### config.mk
export PLATFORM = sky130hd
export DESIGN_NAME = bfmh_front
export DESIGN_NICKNAME = d
export VERILOG_FILES = /design/src/sv/bfmh_pkg.sv /design/src/sv/bfmh_front.sv
export SDC_FILE = /design/constraint.sdc
export NUM_CORES = 1
export LEC_CHECK = 0
export ABC_AREA = 0
export BUFFER_PORTS_ARGS = -buffer_cell sky130_fd_sc_hd__buf_4
export CORE_MARGIN = 3
export CORE_UTILIZATION = 32
export DETAILED_ROUTE_END_ITERATION = 8
export PLACE_DENSITY_LB_ADDON = 0.05
export SLEW_MARGIN = 0
export SYNTH_ARGS = -nofsm -noshare
export SYNTH_HDL_FRONTEND = slang
export SYNTH_SLANG_ARGS = --single-unit
### constraint.sdc
create_clock -name clk -period 1.63 [get_ports clk]
set_clock_uncertainty 0.15 [all_clocks]
set_input_delay 0.0815 -clock clk [delete_from_list [all_inputs] [get_ports clk]]
set_output_delay 0.0815 -clock clk [all_outputs]
set_load 0.02 [all_outputs]
### src/sv/bfmh_pkg.sv
// ----------------------------------------------------------------------------
// bfmh_pkg
// Shared types and constants for the Bloom filter block.
// ----------------------------------------------------------------------------
package bfmh_pkg;

	localparam int HASH_W      = 64;
	localparam int SIZE_W      = 13;
	localparam int ROUNDS_W    = 5;
	localparam int SET_BITS_W  = 13;
	localparam int CFG_AW      = 2;
	localparam int CFG_DW      = 13;
	localparam int MOD_STEPS   = 64;
	localparam int QUEUE_DEPTH = 2;

	// register indexes on the config port
	localparam logic [CFG_AW-1:0] REG_BIT_ARRAY_SIZE = 2'd0;
	localparam logic [CFG_AW-1:0] REG_HASH_COUNT     = 2'd1;

	localparam logic [SIZE_W-1:0]   SIZE_MIN     = 13'd2;
	localparam logic [SIZE_W-1:0]   SIZE_RESET   = 13'd4093;
	localparam logic [ROUNDS_W-1:0] ROUNDS_RESET = 5'd3;

	typedef enum logic {
		OP_ADD   = 1'b0,
		OP_QUERY = 1'b1
	} op_t;

	// one classified word: operation, hash, clamped modulus and round count
	typedef struct packed {
		op_t                 kind;
		logic [HASH_W-1:0]   hash_code;
		logic [SIZE_W-1:0]   size;
		logic [ROUNDS_W-1:0] rounds;
	} item_t;

	typedef enum logic [2:0] {
		ST_CLEAR,
		ST_IDLE,
		ST_MOD,
		ST_READ,
		ST_LOOK,
		ST_DONE
	} eng_state_t;

endpackage

### src/sv/bfmh_front.sv
// ----------------------------------------------------------------------------
// bfmh_front
// Config registers, input handshake, and classification of each word.
// ----------------------------------------------------------------------------
module bfmh_front #(
	parameter int MAX_BITS   = 4096,
	parameter int MAX_HASHES = 16
) (
	input  logic                          clk,
	input  logic                          arst_n,
	input  logic                          cfg_we,
	input  logic [bfmh_pkg::CFG_AW-1:0]   cfg_addr,
	input  logic [bfmh_pkg::CFG_DW-1:0]   cfg_data,
	input  logic                          s_tvalid,
	output logic                          s_tready,
	input  logic [bfmh_pkg::HASH_W-1:0]   s_tdata,
	input  logic                          s_tuser,
	input  logic                          eng_ready,
	input  logic                          q_full,
	output logic                          q_push,
	output bfmh_pkg::item_t               q_item
);

	logic [bfmh_pkg::SIZE_W-1:0]   size_q;
	logic [bfmh_pkg::ROUNDS_W-1:0] hashes_q;
	logic [bfmh_pkg::SIZE_W-1:0]   size_eff;
	logic [bfmh_pkg::ROUNDS_W-1:0] rounds_eff;

	always_ff @(posedge clk or negedge arst_n) begin
		if (!arst_n) begin
			size_q   <= bfmh_pkg::SIZE_RESET;
			hashes_q <= bfmh_pkg::ROUNDS_RESET;
		end else if (cfg_we) begin
			if (cfg_addr == bfmh_pkg::REG_BIT_ARRAY_SIZE) begin
				size_q <= cfg_data;
			end else if (cfg_addr == bfmh_pkg::REG_HASH_COUNT) begin
				hashes_q <= cfg_data[bfmh_pkg::ROUNDS_W-1:0];
			end
		end
	end

	// clamp modulus to [2, MAX_BITS] and rounds to MAX_HASHES
	always_comb begin
		if (size_q < bfmh_pkg::SIZE_MIN) begin
			size_eff = bfmh_pkg::SIZE_MIN;
		end else if (32'(size_q) > 32'(MAX_BITS)) begin
			size_eff = bfmh_pkg::SIZE_W'(MAX_BITS);
		end else begin
			size_eff = size_q;
		end
		if (32'(hashes_q) > 32'(MAX_HASHES)) begin
			rounds_eff = bfmh_pkg::ROUNDS_W'(MAX_HASHES);
		end else begin
			rounds_eff = hashes_q;
		end
	end

	assign s_tready         = eng_ready & ~q_full;
	assign q_push           = s_tvalid & s_tready;
	assign q_item.kind      = bfmh_pkg::op_t'(s_tuser);
	assign q_item.hash_code = s_tdata;
	assign q_item.size      = size_eff;
	assign q_item.rounds    = rounds_eff;

endmodule

==> flow_summary_export.csv <==
group,metric,value,unit
cts,clk_pin_slew,0.06,ns
synth,ys_types,18,
timing,fin_crit_sh,116,%
flow_run,maxCapViolCount,0,
cts,ctsRootBufferMaster,"clkbuf_8",
floorplan,die_height,71.1,um
global_routing,grt_pass1_wl,4.75,mm
timing,final-setup-viol-count,2,
outcome,outcome,"complete, but fails checks",
critical_path,worstPathRequired,1.40,ns
timing,hold_viol,0,
critical_path,critPathArrivalTime,1.66,ns
place,hpwl,2.79,mm
floorplan,die_area,5050,sq um
timing,post-route-min-period,1.89,ns
synth,ys_ff_latch,18,
timing,worst_slew_pin_slew,0.258,ns
synth,synthFlopType,"dfstp_2",
route,drtIter0Drc,5,
cts,cts_buffers,3,
pwr,vdd_ir_drop_max,378,uV
pwr,p_total,1490,uW
critical_path,cp-end-kind,"primary output",
global_routing,grt_pass1_vias,812,
floorplan,fp.dieW,71.1,um
route,wire_per_inst,18.9,um
place,portBuffers,40,
timing,relSlewSlack,82.7,%
critical_path,path_max_fanout,3,
synth,syn_avg_cell_area,10.3,sq um
synth,yosys.area.top_type_share,36.0,%
cts,postCtsSetupBuffers,0,
pwr,powerDensity,1030,nW/um^2
route,wl,3.27,mm
critical_path,cp_top_family,"simple AND/OR/NAND/NOR gates",
global_routing,track_usage,12.1,%
place,gp_congestion,0.663,
cts,clock_latency,0.24,ns
global_routing,grt_max_degree,19,
route,vias_per_cell,4.57,
critical_path,path_cells,"or4_4 -> o311a_1 -> buf_6",
route,drt_first_pass_iters,2,
synth,synth_edf_count,0,
timing,setup_ws,-0.257,ns
critical_path,path_buf_inv,1,
critical_path,critPathSlowestCell,"or4_4",
synth,async_reset_ff_share,100,%
synth,netlist_top_cells_count,"buf_4, nor2b_1, dfstp_2, mux2_1",
synth,yosys.area.top_type,"buf_4",
critical_path,start_kind,"register",
pwr,leakage,0.000630,uW
synth,post-synth-top-count-cell,"buf_4",
global_routing,antenna_found_initial,0,
critical_path,slowest_delay,0.53,ns
layout,postLayoutCoreUtil,35.7,%
layout,insertedDiodeCount,0,
timing,rsz0062_at_grt,"true",
route,vias,791,
critical_path,crit_start,"size_q[8]",
floorplan,initial_core_util,33.6,%
timing,maxSlewViolCount,0,
synth,syn_inst,131,
floorplan,pin_count,171,
cts,cts_tree,"done",
route,drc,0,
timing,final.setup.tns,-0.483,ns
min_path,hold_start,"s_tdata[27]",
floorplan,core_area,4030,sq um
synth,synth_area,1360,sq um
critical_path,r2r-start,"size_q[12]",
synth,synth.top_cells.by_area,"buf_4, dfstp_2, mux2_1",
outcome,violations,"setup timing",
cts,cts_max_level,1,
cts,clk_path_buf_depth,2,
place,place_ws,-0.0457,ns
route,drtAntennaViolNets,0,
floorplan,row_count,23,
synth,ys_warn_count,0,
critical_path,crit_type,"register to primary output",
layout,area_delta_synth_final,6.00,%
global_routing,grt.overflow.total,0,
synth,syn_nets,217,
timing,fmax,530,MHz
layout,drive_gt1_share,56.1,%
cts,cts.sinks,18,
layout,final_nets,210,
min_path,hold_class,"primary input to primary output",
synth,ys_seq_area_share,34.4,%
registers in the layout (all words and copies together) (netlist names):
signal,flops
size_q,13
hashes_q,5
cells by family after synthesis:
kind of cell	count (synthesis)	synth area share (%)
AO/OA/AOI/OAI	2	1.39
flip-flops	18	34.4
buffers and inverters	71	37.8
AND/OR/NAND/NOR	22	11.4
multiplexers	18	15.0
through the flow:
stage	hold slack, ns	cell area, sq um	std cells
6_report	0.0130	1440	173
5_1_grt	0.0130	1440	173
4_1_cts	0.0131	1440	173
3_5_place_dp	-0.186	1240	155
3_3_place_gp	-0.180	1240	155
2_1_floorplan	-0.364	1360	131
final timing paths:
kind,endpoint,slack (ns),depth (start not counted)
worst max-delay path,q_item[5],-0.26,3
worst min-delay path,q_item[45],0.01,0
worst max register to register,size_q[12],0.48,2
worst min register to register,hashes_q[3],0.36,1
max in group asynchronous,size_q[5],0.99,2
min in group asynchronous,hashes_q[3],0.07,2
cell type report:
cell class	count	area, sq um
repair buffers	57	467
multi-input cells	42	388
clock buffers	4	45.0
flip-flops and latches	18	467
inverters	2	7.51
well taps	50	62.6
fillers	412	2590
power breakdown:
group / leakage [uW] / switching [uW] / internal, uW
clock network: 0.0000228 / 141 / 173
logic: 0.000412 / 254 / 283
registers: 0.000196 / 56.9 / 577
layout by cell type, fill, tap and decap left out:
| master | instances |
|---|---|
| nor2b_2 | 1 |
| buf_4 | 42 |
| o32ai_2 | 1 |
| dfstp_2 | 13 |
| o311a_1 | 1 |
| or3_1 | 1 |
| dfrtp_1 | 5 |
| or4_1 | 1 |
| mux2_2 | 5 |
| mux2_1 | 13 |
| nor3b_2 | 1 |
| dlygate4sd3_1 | 14 |
| and2_1 | 1 |
| inv_1 | 2 |
| clkbuf_1 | 1 |
| buf_6 | 1 |
| nand3b_1 | 1 |
| or4_4 | 2 |
| nor2b_1 | 14 |
| clkbuf_8 | 3 |
timing repair:
action,CTS,global route
pin swaps,2,0
setup endpoints to repair,2,2
hold buffers,14,0
gates resized for setup,2,0
hold endpoints to repair,36,0
per-layer routing:
layer  share of wire (%)  routed length (um)  global-route usage, %
met1                  31                1020                   11.6
met2                  49                1600                   20.8
met3                  19                 629                   9.09
met4                0.52                  17                   2.71
met5                   0                   0                      0
No activity file was read; power rests on OpenSTA's default activity.
