**config.mk**
```make
export PLATFORM = sky130hd
export DESIGN_NAME = bfmh_queue
export DESIGN_NICKNAME = d
export VERILOG_FILES = /design/src/sv/bfmh_pkg.sv /design/src/sv/bfmh_queue.sv
export SDC_FILE = /design/constraint.sdc
export NUM_CORES = 1
export LEC_CHECK = 0
export BUFFER_PORTS_ARGS = -buffer_cell sky130_fd_sc_hd__clkbuf_2
export CORE_MARGIN = 2
export CORE_UTILIZATION = 45
export CTS_BUF_LIST = sky130_fd_sc_hd__clkbuf_16
export DETAILED_ROUTE_END_ITERATION = 10
export GPL_ROUTABILITY_DRIVEN = 0
export HOLD_SLACK_MARGIN = 0.06
export PLACE_DENSITY = 0.67
export SLEW_MARGIN = 20
export SYNTH_ARGS = -nofsm -noshare
export SYNTH_HDL_FRONTEND = slang
export SYNTH_SLANG_ARGS = --single-unit
```
**constraint.sdc**
```tcl
create_clock -name clk -period 5.6 [get_ports clk]
set_input_delay 0.28 -clock clk [delete_from_list [all_inputs] [get_ports clk]]
set_output_delay 0.28 -clock clk [all_outputs]
set_load 0.01 [all_outputs]
```
**src/sv/bfmh_pkg.sv**
```systemverilog
// ----------------------------------------------------------------------------
// bfmh_pkg
// Shared types and constants for the Bloom filter block.
// ----------------------------------------------------------------------------
package bfmh_pkg;

	localparam int HASH_W      = 64;
	localparam int SIZE_W      = 13;
	localparam int ROUNDS_W    = 5;
	localparam int SET_BITS_W  = 13;
	localparam int CFG_AW      = 2;
	localparam int CFG_DW      = 13;
	localparam int MOD_STEPS   = 64;
	localparam int QUEUE_DEPTH = 2;

	// register indexes on the config port
	localparam logic [CFG_AW-1:0] REG_BIT_ARRAY_SIZE = 2'd0;
	localparam logic [CFG_AW-1:0] REG_HASH_COUNT     = 2'd1;

	localparam logic [SIZE_W-1:0]   SIZE_MIN     = 13'd2;
	localparam logic [SIZE_W-1:0]   SIZE_RESET   = 13'd4093;
	localparam logic [ROUNDS_W-1:0] ROUNDS_RESET = 5'd3;

	typedef enum logic {
		OP_ADD   = 1'b0,
		OP_QUERY = 1'b1
	} op_t;

	// one classified word: operation, hash, clamped modulus and round count
	typedef struct packed {
		op_t                 kind;
		logic [HASH_W-1:0]   hash_code;
		logic [SIZE_W-1:0]   size;
		logic [ROUNDS_W-1:0] rounds;
	} item_t;

	typedef enum logic [2:0] {
		ST_CLEAR,
		ST_IDLE,
		ST_MOD,
		ST_READ,
		ST_LOOK,
		ST_DONE
	} eng_state_t;

endpackage

```
**src/sv/bfmh_queue.sv**
```systemverilog
// ----------------------------------------------------------------------------
// bfmh_queue
// Short FIFO of classified words between front and engine.
// ----------------------------------------------------------------------------
module bfmh_queue (
	input  logic            clk,
	input  logic            arst_n,
	input  logic            push,
	input  bfmh_pkg::item_t push_item,
	output logic            full,
	input  logic            pop,
	output logic            valid,
	output bfmh_pkg::item_t pop_item
);

	localparam int PW = $clog2(bfmh_pkg::QUEUE_DEPTH);
	localparam int CW = $clog2(bfmh_pkg::QUEUE_DEPTH + 1);

	bfmh_pkg::item_t entry_q [bfmh_pkg::QUEUE_DEPTH];
	logic [PW-1:0]   wr_ptr_q;
	logic [PW-1:0]   rd_ptr_q;
	logic [CW-1:0]   cnt_q;

	assign full     = (cnt_q == CW'(bfmh_pkg::QUEUE_DEPTH));
	assign valid    = (cnt_q != '0);
	assign pop_item = entry_q[rd_ptr_q];

	always_ff @(posedge clk or negedge arst_n) begin
		if (!arst_n) begin
			wr_ptr_q <= '0;
			rd_ptr_q <= '0;
			cnt_q    <= '0;
		end else begin
			if (push) begin
				wr_ptr_q <= (32'(wr_ptr_q) == bfmh_pkg::QUEUE_DEPTH - 1) ? '0 : wr_ptr_q + PW'(1);
			end
			if (pop) begin
				rd_ptr_q <= (32'(rd_ptr_q) == bfmh_pkg::QUEUE_DEPTH - 1) ? '0 : rd_ptr_q + PW'(1);
			end
			if (push && !pop) begin
				cnt_q <= cnt_q + CW'(1);
			end else if (pop && !push) begin
				cnt_q <= cnt_q - CW'(1);
			end
		end
	end

	always_ff @(posedge clk) begin
		if (push) begin
			entry_q[wr_ptr_q] <= push_item;
		end
	end

endmodule

```
==> results of run 1 <==
[layer usage]
metal	vias up	track usage [%]	wire length, um
li1	1622	-	-
met1	1671	17.2	4520
met2	105	25.2	5860
met3	12	5.12	702
met4	0	6.68	147
met5	-	0	0
[state kept, by name (all words and copies together) (netlist names)]
name      cells
cnt_q         2
entry_q     166
rd_ptr_q      1
wr_ptr_q      1
[critical path, stage by stage (launching register included)]
cell and delay, ps:
dfrtp_4 980, buf_4 630, mux2_2 410, clkbuf_2 130
[per-stage QoR]
stage          cells  cell area (sq um)  power (W)  hold slack [ps]  util, %
6_report         732               8820    0.00410             89.7     63.3
5_1_grt          732               8820    0.00429             66.4     63.3
4_1_cts          732               8820    0.00415             63.9     63.3
3_5_place_dp     620               7460    0.00303             90.7     53.5
3_3_place_gp     620               7460    0.00301             90.0     53.5
2_1_floorplan    274               6420    0.00266            -15.6        -
[synth_stat cells (all sizes together)]
master	n	area (sq um)
dfrtp	4	100
and2	1	6.26
mux2	83	1160
xor2	4	35.0
buf	9	88.8
edfxtp	166	4980
inv	1	3.75
or2	1	6.26
nor2	1	3.75
ha	1	12.5
xnor2	1	8.76
nor2b	2	12.5
[area by class of cell]
type                       instances  share of cell area [%]
inverter                           1                  0.0426
multi-input combinational         94                    14.2
clock inverter                    13                    1.32
clock buffer                      17                    4.82
tap                              180                    2.55
sequential                       170                    57.7
timing repair buffer             257                    19.3
[worst paths after layout]
kind / from / to / depth (start not counted)
min in group asynchronous: arst_n / cnt_q[0]$_DFFE_PN0P_ / 2
hold / removal: push_item[26] / entry_q[0][26]$_DFFE_PP_ / 1
setup reg to reg: wr_ptr_q$_DFFE_PN0P_ / entry_q[1][42]$_DFFE_PP_ / 2
setup / recovery: rd_ptr_q$_DFFE_PN0P_ / pop_item[54] / 3
hold reg to reg: cnt_q[1]$_DFFE_PN0P_ / cnt_q[1]$_DFFE_PN0P_ / 1
max in group asynchronous: arst_n / rd_ptr_q$_DFFE_PN0P_ / 2
[cell families after synthesis]
family | count (synthesis) | share of synthesized area, %
xor gates and xnor gates | 5 | 0.682
adders and majority gates | 1 | 0.195
buffers and inverters | 10 | 1.44
DFF | 170 | 79.2
muxes | 83 | 18.1
and+or+nand+nor | 5 | 0.448
[power groups by stage]
stage	combinational, W	sequential (W)	clock, W
floorplan	0.000876	0.00179	0
global placement	0.00115	0.00186	0
detailed placement	0.00115	0.00188	0
CTS	0.00120	0.00185	0.00110
global route	0.00127	0.00187	0.00115
finish	0.00118	0.00185	0.00107
==> impl_metrics.env, run 1 <==
export IMPL_outcome="completed"
export IMPL_p_clk_share_pct=26.2
export IMPL_post_cts_resized=0
export IMPL_switchingPower_w=0.00113
export IMPL_clk_latency_ps=410
export IMPL_cts_path_max_buffers=2
export IMPL_io_pins=172
export IMPL_grt_overflow_total=0
export IMPL_critPathMaxFanout=50
export IMPL_slew_violations=0
export IMPL_core_area_sq_um=13900
export IMPL_ff_latch_area_sq_um=5090
export IMPL_avgSynthCellArea_sq_um=23.4
export IMPL_vdd_drop_max_mv=0.388
export IMPL_finalWirelength_um=11200
export IMPL_antenna_cells=0
export IMPL_p_seq_share_pct=45.0
export IMPL_power_frac_comb_pct=28.8
export IMPL_tns_ps=0
export IMPL_intPower_w=0.00297
export IMPL_multiInputGateArea_sq_um=1250
export IMPL_post_cts_buffers=0
export IMPL_grt_total_usage_pct=14.9
export IMPL_cts_made_buffers=17
export IMPL_startpoint_type="flip-flop"
export IMPL_grt_pass1_wl_um=16800
export IMPL_cts_max_level=4
export IMPL_drc=0
export IMPL_holdCritPathClass="in -> reg"
export IMPL_place_hpwl_um=6960
export IMPL_final_period_utilization_pct=50.9
export IMPL_numPortBuffers=171
export IMPL_layout_setup_ws_ps=2750
export IMPL_worstPathRequired_ps=5320
export IMPL_p_leak_nw=3.58
export IMPL_fin_crit_ps=2850
export IMPL_endpoint_kind="output pin"
export IMPL_drive_gt1_share_pct=52.0
export IMPL_fp_dieH_um=123
export IMPL_cts_sinks=170
export IMPL_drtIter0Drc=181
export IMPL_die_area_sq_um=15200
export IMPL_finalHoldViolCount=0
export IMPL_grt_pass1_vias=3486
export IMPL_vias_per_cell=4.66
export IMPL_grt_max_degree=51
export IMPL_setup_viol=0
export IMPL_root_buffer="clkbuf_16"
export IMPL_dp_slack_ps=3120
export IMPL_area_delta_synth_final_pct=37.3
export IMPL_drt_pass1_iterations=4
export IMPL_power_per_cell_area_nw_per_um2=465
export IMPL_die_w_um=123
export IMPL_switching_share_pct=27.5
export IMPL_yosysSeqAreaShare_pct=79.2
export IMPL_skew_ps=8.08
export IMPL_rows=43
export IMPL_fmax_ghz=0.351
export IMPL_yosys_warnings=0
export IMPL_ys_seq_elements=170
export IMPL_netlist_cell_type_count=14
export IMPL_worst_r2r_setup_slack_ps=3660
export IMPL_maxCapViolations=0
export IMPL_final_cell_mix="171 x clkbuf_2, 166 x edfxtp_1, 82 x dlygate4sd3_1, 60 x mux2_4, 23 x mux2_2"
export IMPL_synth_fp_nets=362
export IMPL_synthCells=274
export IMPL_ant_nets=0
export IMPL_antenna_found_initial=0
export IMPL_avgRoutedWirePerCell_um=15.3
export IMPL_netlist_area_sq_um=6420
export IMPL_clk_pin_slew_ps=60
export IMPL_tightest_slew_ps=880
export IMPL_cts_tree="built"
export IMPL_relSlewSlack_pct=41.3
export IMPL_rsz0062_at_grt="false"
export IMPL_crit_type="reg -> out"
export IMPL_fin_nets=629
export IMPL_cp_arrival_ps=2570
export IMPL_start_util_pct=46.1
export IMPL_holdBufCountCts=82
export IMPL_vias=3410
export IMPL_fill_cells=969
export IMPL_final_common_cell="clkbuf_2"
Note: power is estimated with default switching activity, not from simulation.
==> inputs of run 2 (changes only) <==
--- a/config.mk
+++ b/config.mk
@@ -5,6 +5,7 @@
 export SDC_FILE = /design/constraint.sdc
 export NUM_CORES = 1
 export LEC_CHECK = 0
+export ABC_AREA = 1
 export BUFFER_PORTS_ARGS = -buffer_cell sky130_fd_sc_hd__clkbuf_2
 export CORE_MARGIN = 2
 export CORE_UTILIZATION = 45
==> constraint.sdc (replaced) <==
create_clock -name clk -period 2.75 [get_ports clk]
set_input_delay 0.1375 -clock clk [delete_from_list [all_inputs] [get_ports clk]]
set_output_delay 0.1375 -clock clk [all_outputs]
set_load 0.01 [all_outputs]
==> run 2 against run 1 <==
Power is 110% higher. Via count is 5.2% higher. Largest power group unchanged. Clock-buffer cell count is the same. Global-route usage rose by 1.5 points. Design area increased by 2.4%. Sequential cell count did not move. Final cell count is 2.6% higher. Die area increased by 0.27%. Clock skew up 0.80 ps. Largest cell class unchanged. Core utilization increased by 1.5 points. Wire length increased by 11%. Critical path depth unchanged.
==> impl_metrics.env, run 2 <==
export IMPL_outcome="completed"
export IMPL_start_util_pct=46.2
export IMPL_clk_latency_ps=420
export IMPL_die_area_sq_um=15300
export IMPL_p_seq_share_pct=41.8
export IMPL_fin_nets=645
export IMPL_rsz0062_at_grt="false"
export IMPL_die_w_um=124
export IMPL_synthCells=283
export IMPL_cts_made_buffers=17
export IMPL_whs_endpoint="entry_q[1][54]$_DFFE_PP_"
export IMPL_vdd_drop_max_mv=0.570
export IMPL_numPortBuffers=171
export IMPL_synthTopCellsByCount="166 x edfxtp_1, 60 x mux2_4, 23 x mux2_2, 7 x buf_6, 7 x inv_1"
export IMPL_cts_max_level=4
export IMPL_synth_top_family_by_area="multiplexers"
export IMPL_synthFlopType="edfxtp_1"
export IMPL_netlist_cell_type_count=14
export IMPL_drc=0
export IMPL_slew_violations=0
export IMPL_switchingPower_w=0.00240
export IMPL_max_flop_register="entry_q"
export IMPL_cp_arrival_ps=2040
export IMPL_avgSynthCellArea_sq_um=22.8
export IMPL_ff_latch_area_sq_um=5090
export IMPL_drtIter0Drc=251
export IMPL_cts_tree="built"
export IMPL_final_common_cell="clkbuf_2"
export IMPL_synth_top_area_share_pct=77.4
export IMPL_top_regs="entry_q: 166 flops, cnt_q: 2 flops"
export IMPL_vias=3589
export IMPL_worstPathRequired_ps=2610
export IMPL_drive_gt1_share_pct=51.1
export IMPL_largest_register_ffs=166
export IMPL_startpoint_type="flip-flop"
export IMPL_critPathMaxFanout=31
export IMPL_antenna_found_initial=1
export IMPL_multiInputGateArea_sq_um=1250
export IMPL_grt_overflow_total=0
export IMPL_rows=43
export IMPL_switching_share_pct=27.3
export IMPL_muxShareOfSynthArea_pct=18.0
export IMPL_relSlewSlack_pct=58.9
export IMPL_yosys_area_share_simple_pct=0.641
export IMPL_r2r_end="entry_q[1][47]$_DFFE_PP_"
export IMPL_core_area_sq_um=13900
export IMPL_place_hpwl_um=7600
export IMPL_p_clk_share_pct=28.8
export IMPL_fp_dieH_um=124
export IMPL_final_period_utilization_pct=79.4
export IMPL_dp_slack_ps=988
export IMPL_layout_setup_ws_ps=568
export IMPL_yosysSeqAreaShare_pct=79.0
export IMPL_cts_sinks=170
export IMPL_p_leak_nw=3.70
export IMPL_grt_pass1_vias=3829
export IMPL_grt_total_usage_pct=16.5
export IMPL_synthMostInstantiatedCell="edfxtp_1"
export IMPL_synth_adder_area_share_pct=0.194
export IMPL_netlist_area_sq_um=6440
export IMPL_synth_edf_count=166
export IMPL_tightest_slew_ps=615
export IMPL_finalWirelength_um=12400
export IMPL_holdPathStages=2
export IMPL_ant_nets=0
export IMPL_finalHoldViolCount=0
export IMPL_power_per_cell_area_nw_per_um2=973
export IMPL_grt_max_degree=47
export IMPL_synth_fp_nets=371
export IMPL_worst_r2r_path_depth=3
export IMPL_io_pins=172
export IMPL_path_cells="buf_4 > mux2_2 > clkbuf_2"
export IMPL_clk_pin_slew_ps=70
export IMPL_tns_ps=0
export IMPL_slowest_stage="dfrtp_4"
export IMPL_grt_pass1_wl_um=18400
export IMPL_synth_xor_area_share_pct=0.408
export IMPL_fill_cells=957
export IMPL_final_cell_mix="171 x clkbuf_2, 166 x edfxtp_1, 87 x dlygate4sd3_1, 60 x mux2_4, 23 x mux2_2"
export IMPL_ys_seq_elements=170
export IMPL_root_buffer="clkbuf_16"
export IMPL_power_frac_comb_pct=29.5
export IMPL_cts_path_max_buffers=2
export IMPL_skew_ps=8.88
export IMPL_synth_area_leaders="edfxtp_1 77%, mux2_4 14%, mux2_2 4.0%"
export IMPL_vias_per_cell=4.78
export IMPL_setup_viol=0
export IMPL_worst_r2r_setup_slack_ps=1070
export IMPL_ys_async_sr_fraction_pct=2.35
export IMPL_crit_type="reg -> out"
export IMPL_intPower_w=0.00639
export IMPL_yosys_warnings=0
export IMPL_fmax_ghz=0.458
export IMPL_area_delta_synth_final_pct=40.3
export IMPL_endpoint_kind="output pin"
export IMPL_post_cts_buffers=0
export IMPL_drt_pass1_iterations=4
export IMPL_critical_path_max_stage_delay_ps=740
export IMPL_hp_start="push_item[54]"
export IMPL_fin_crit_ps=2180
export IMPL_synth_area_leader_cell="edfxtp_1"
export IMPL_avgRoutedWirePerCell_um=16.6
export IMPL_synth_compound_area_share_pct=0
export IMPL_holdCritPathClass="in -> reg"
export IMPL_reg2reg_from="wr_ptr_q$_DFFE_PN0P_"
export IMPL_maxCapViolations=0
## run 2: cell count changes in the layout (fill, tap and decap cells not counted), moves of 2 or more
cell	before	now
nand2_1	0	6
dlygate4sd3_1	82	87
buf_12	0	3
bufinv_16	2	5
clkinvlp_4	3	0
inv_1	5	8
clkinv_4	0	2
xor2_1	4	2
## run 2: worst max path at each step
stage,start,depth (start not counted),end,slack [ps]
final,rd_ptr_q$_DFFE_PN0P_,3,pop_item[68],570
after global routing,rd_ptr_q$_DFFE_PN0P_,3,pop_item[76],470
after CTS,rd_ptr_q$_DFFE_PN0P_,3,pop_item[69],530
after detailed placement,rd_ptr_q$_DFFE_PN0P_,3,pop_item[69],990
after global placement,rd_ptr_q$_DFFE_PN0P_,3,pop_item[68],990
after floorplan,wr_ptr_q$_DFFE_PN0P_,2,entry_q[1][0]$_DFFE_PP_,230
## run 2: power by group through the flow
stage	Combinational (W)	Sequential (W)	Clock (W)
after global placement	0.00248	0.00370	0
after global routing	0.00279	0.00372	0.00268
after CTS	0.00262	0.00368	0.00257
final	0.00259	0.00367	0.00253
after detailed placement	0.00251	0.00373	0
after floorplan	0.00179	0.00361	0
## run 2: layer usage
metal / share of wire (%) / routed length (um) / up-vias / track usage (%)
li1: - / - / 1659 / -
met4: 1.7 / 208 / 0 / 6.75
met3: 7.0 / 868 / 20 / 5.59
met5: 0 / 0 / - / 0
met2: 50 / 6240 / 138 / 27.9
met1: 41 / 5130 / 1772 / 19.2
## run 2: cell type report
| type | count | share of cell area, % |
|---|---|---|
| flip-flops and latches | 170 | 56.3 |
| repair buffers | 264 | 20.0 |
| multi-input cells | 97 | 13.8 |
| clock buffers | 17 | 4.71 |
| well taps | 180 | 2.49 |
| clock inverters | 15 | 2.29 |
| inverters | 7 | 0.305 |
| diodes | 1 | 0.0277 |
## run 2: timing repair
item,4_1_cts,5_1_grt
endpoints found under the setup margin,0,0
resized for setup,0,0
hold endpoints to repair,172,0
hold buffers,87,0
## run 2: cells by family (layout without fill, tap and decap cells)
| group | count (synthesis) | count (layout) |
|---|---|---|
| other cells | 0 | 1 |
| simple gates | 10 | 10 |
| xor+xnor | 3 | 3 |
| mux | 83 | 83 |
| flops | 170 | 170 |
| buf+inv | 16 | 303 |
| fa+ha+maj | 1 | 1 |
## run 2: stage by stage
stage / hold slack (ps) / area [sq um] / total power, W / utilization (%) / std cells
after detailed placement: -47.8 / 7530 / 0.00624 / 54.0 / 631
after global placement: -52.8 / 7530 / 0.00619 / 54.0 / 631
final: 439 / 9030 / 0.00879 / 64.8 / 751
after CTS: 425 / 9030 / 0.00887 / 64.8 / 750
after global routing: 444 / 9030 / 0.00919 / 64.8 / 750
after floorplan: -158 / 6450 / 0.00540 / - / 283
## run 2: worst max-delay path: cells and delay by family, from the launching register on
| kind | cells | cell delay, ps |
|---|---|---|
| flip-flops | 1 | 740 |
| buffers and inverters | 2 | 500 |
| multiplexers | 1 | 370 |
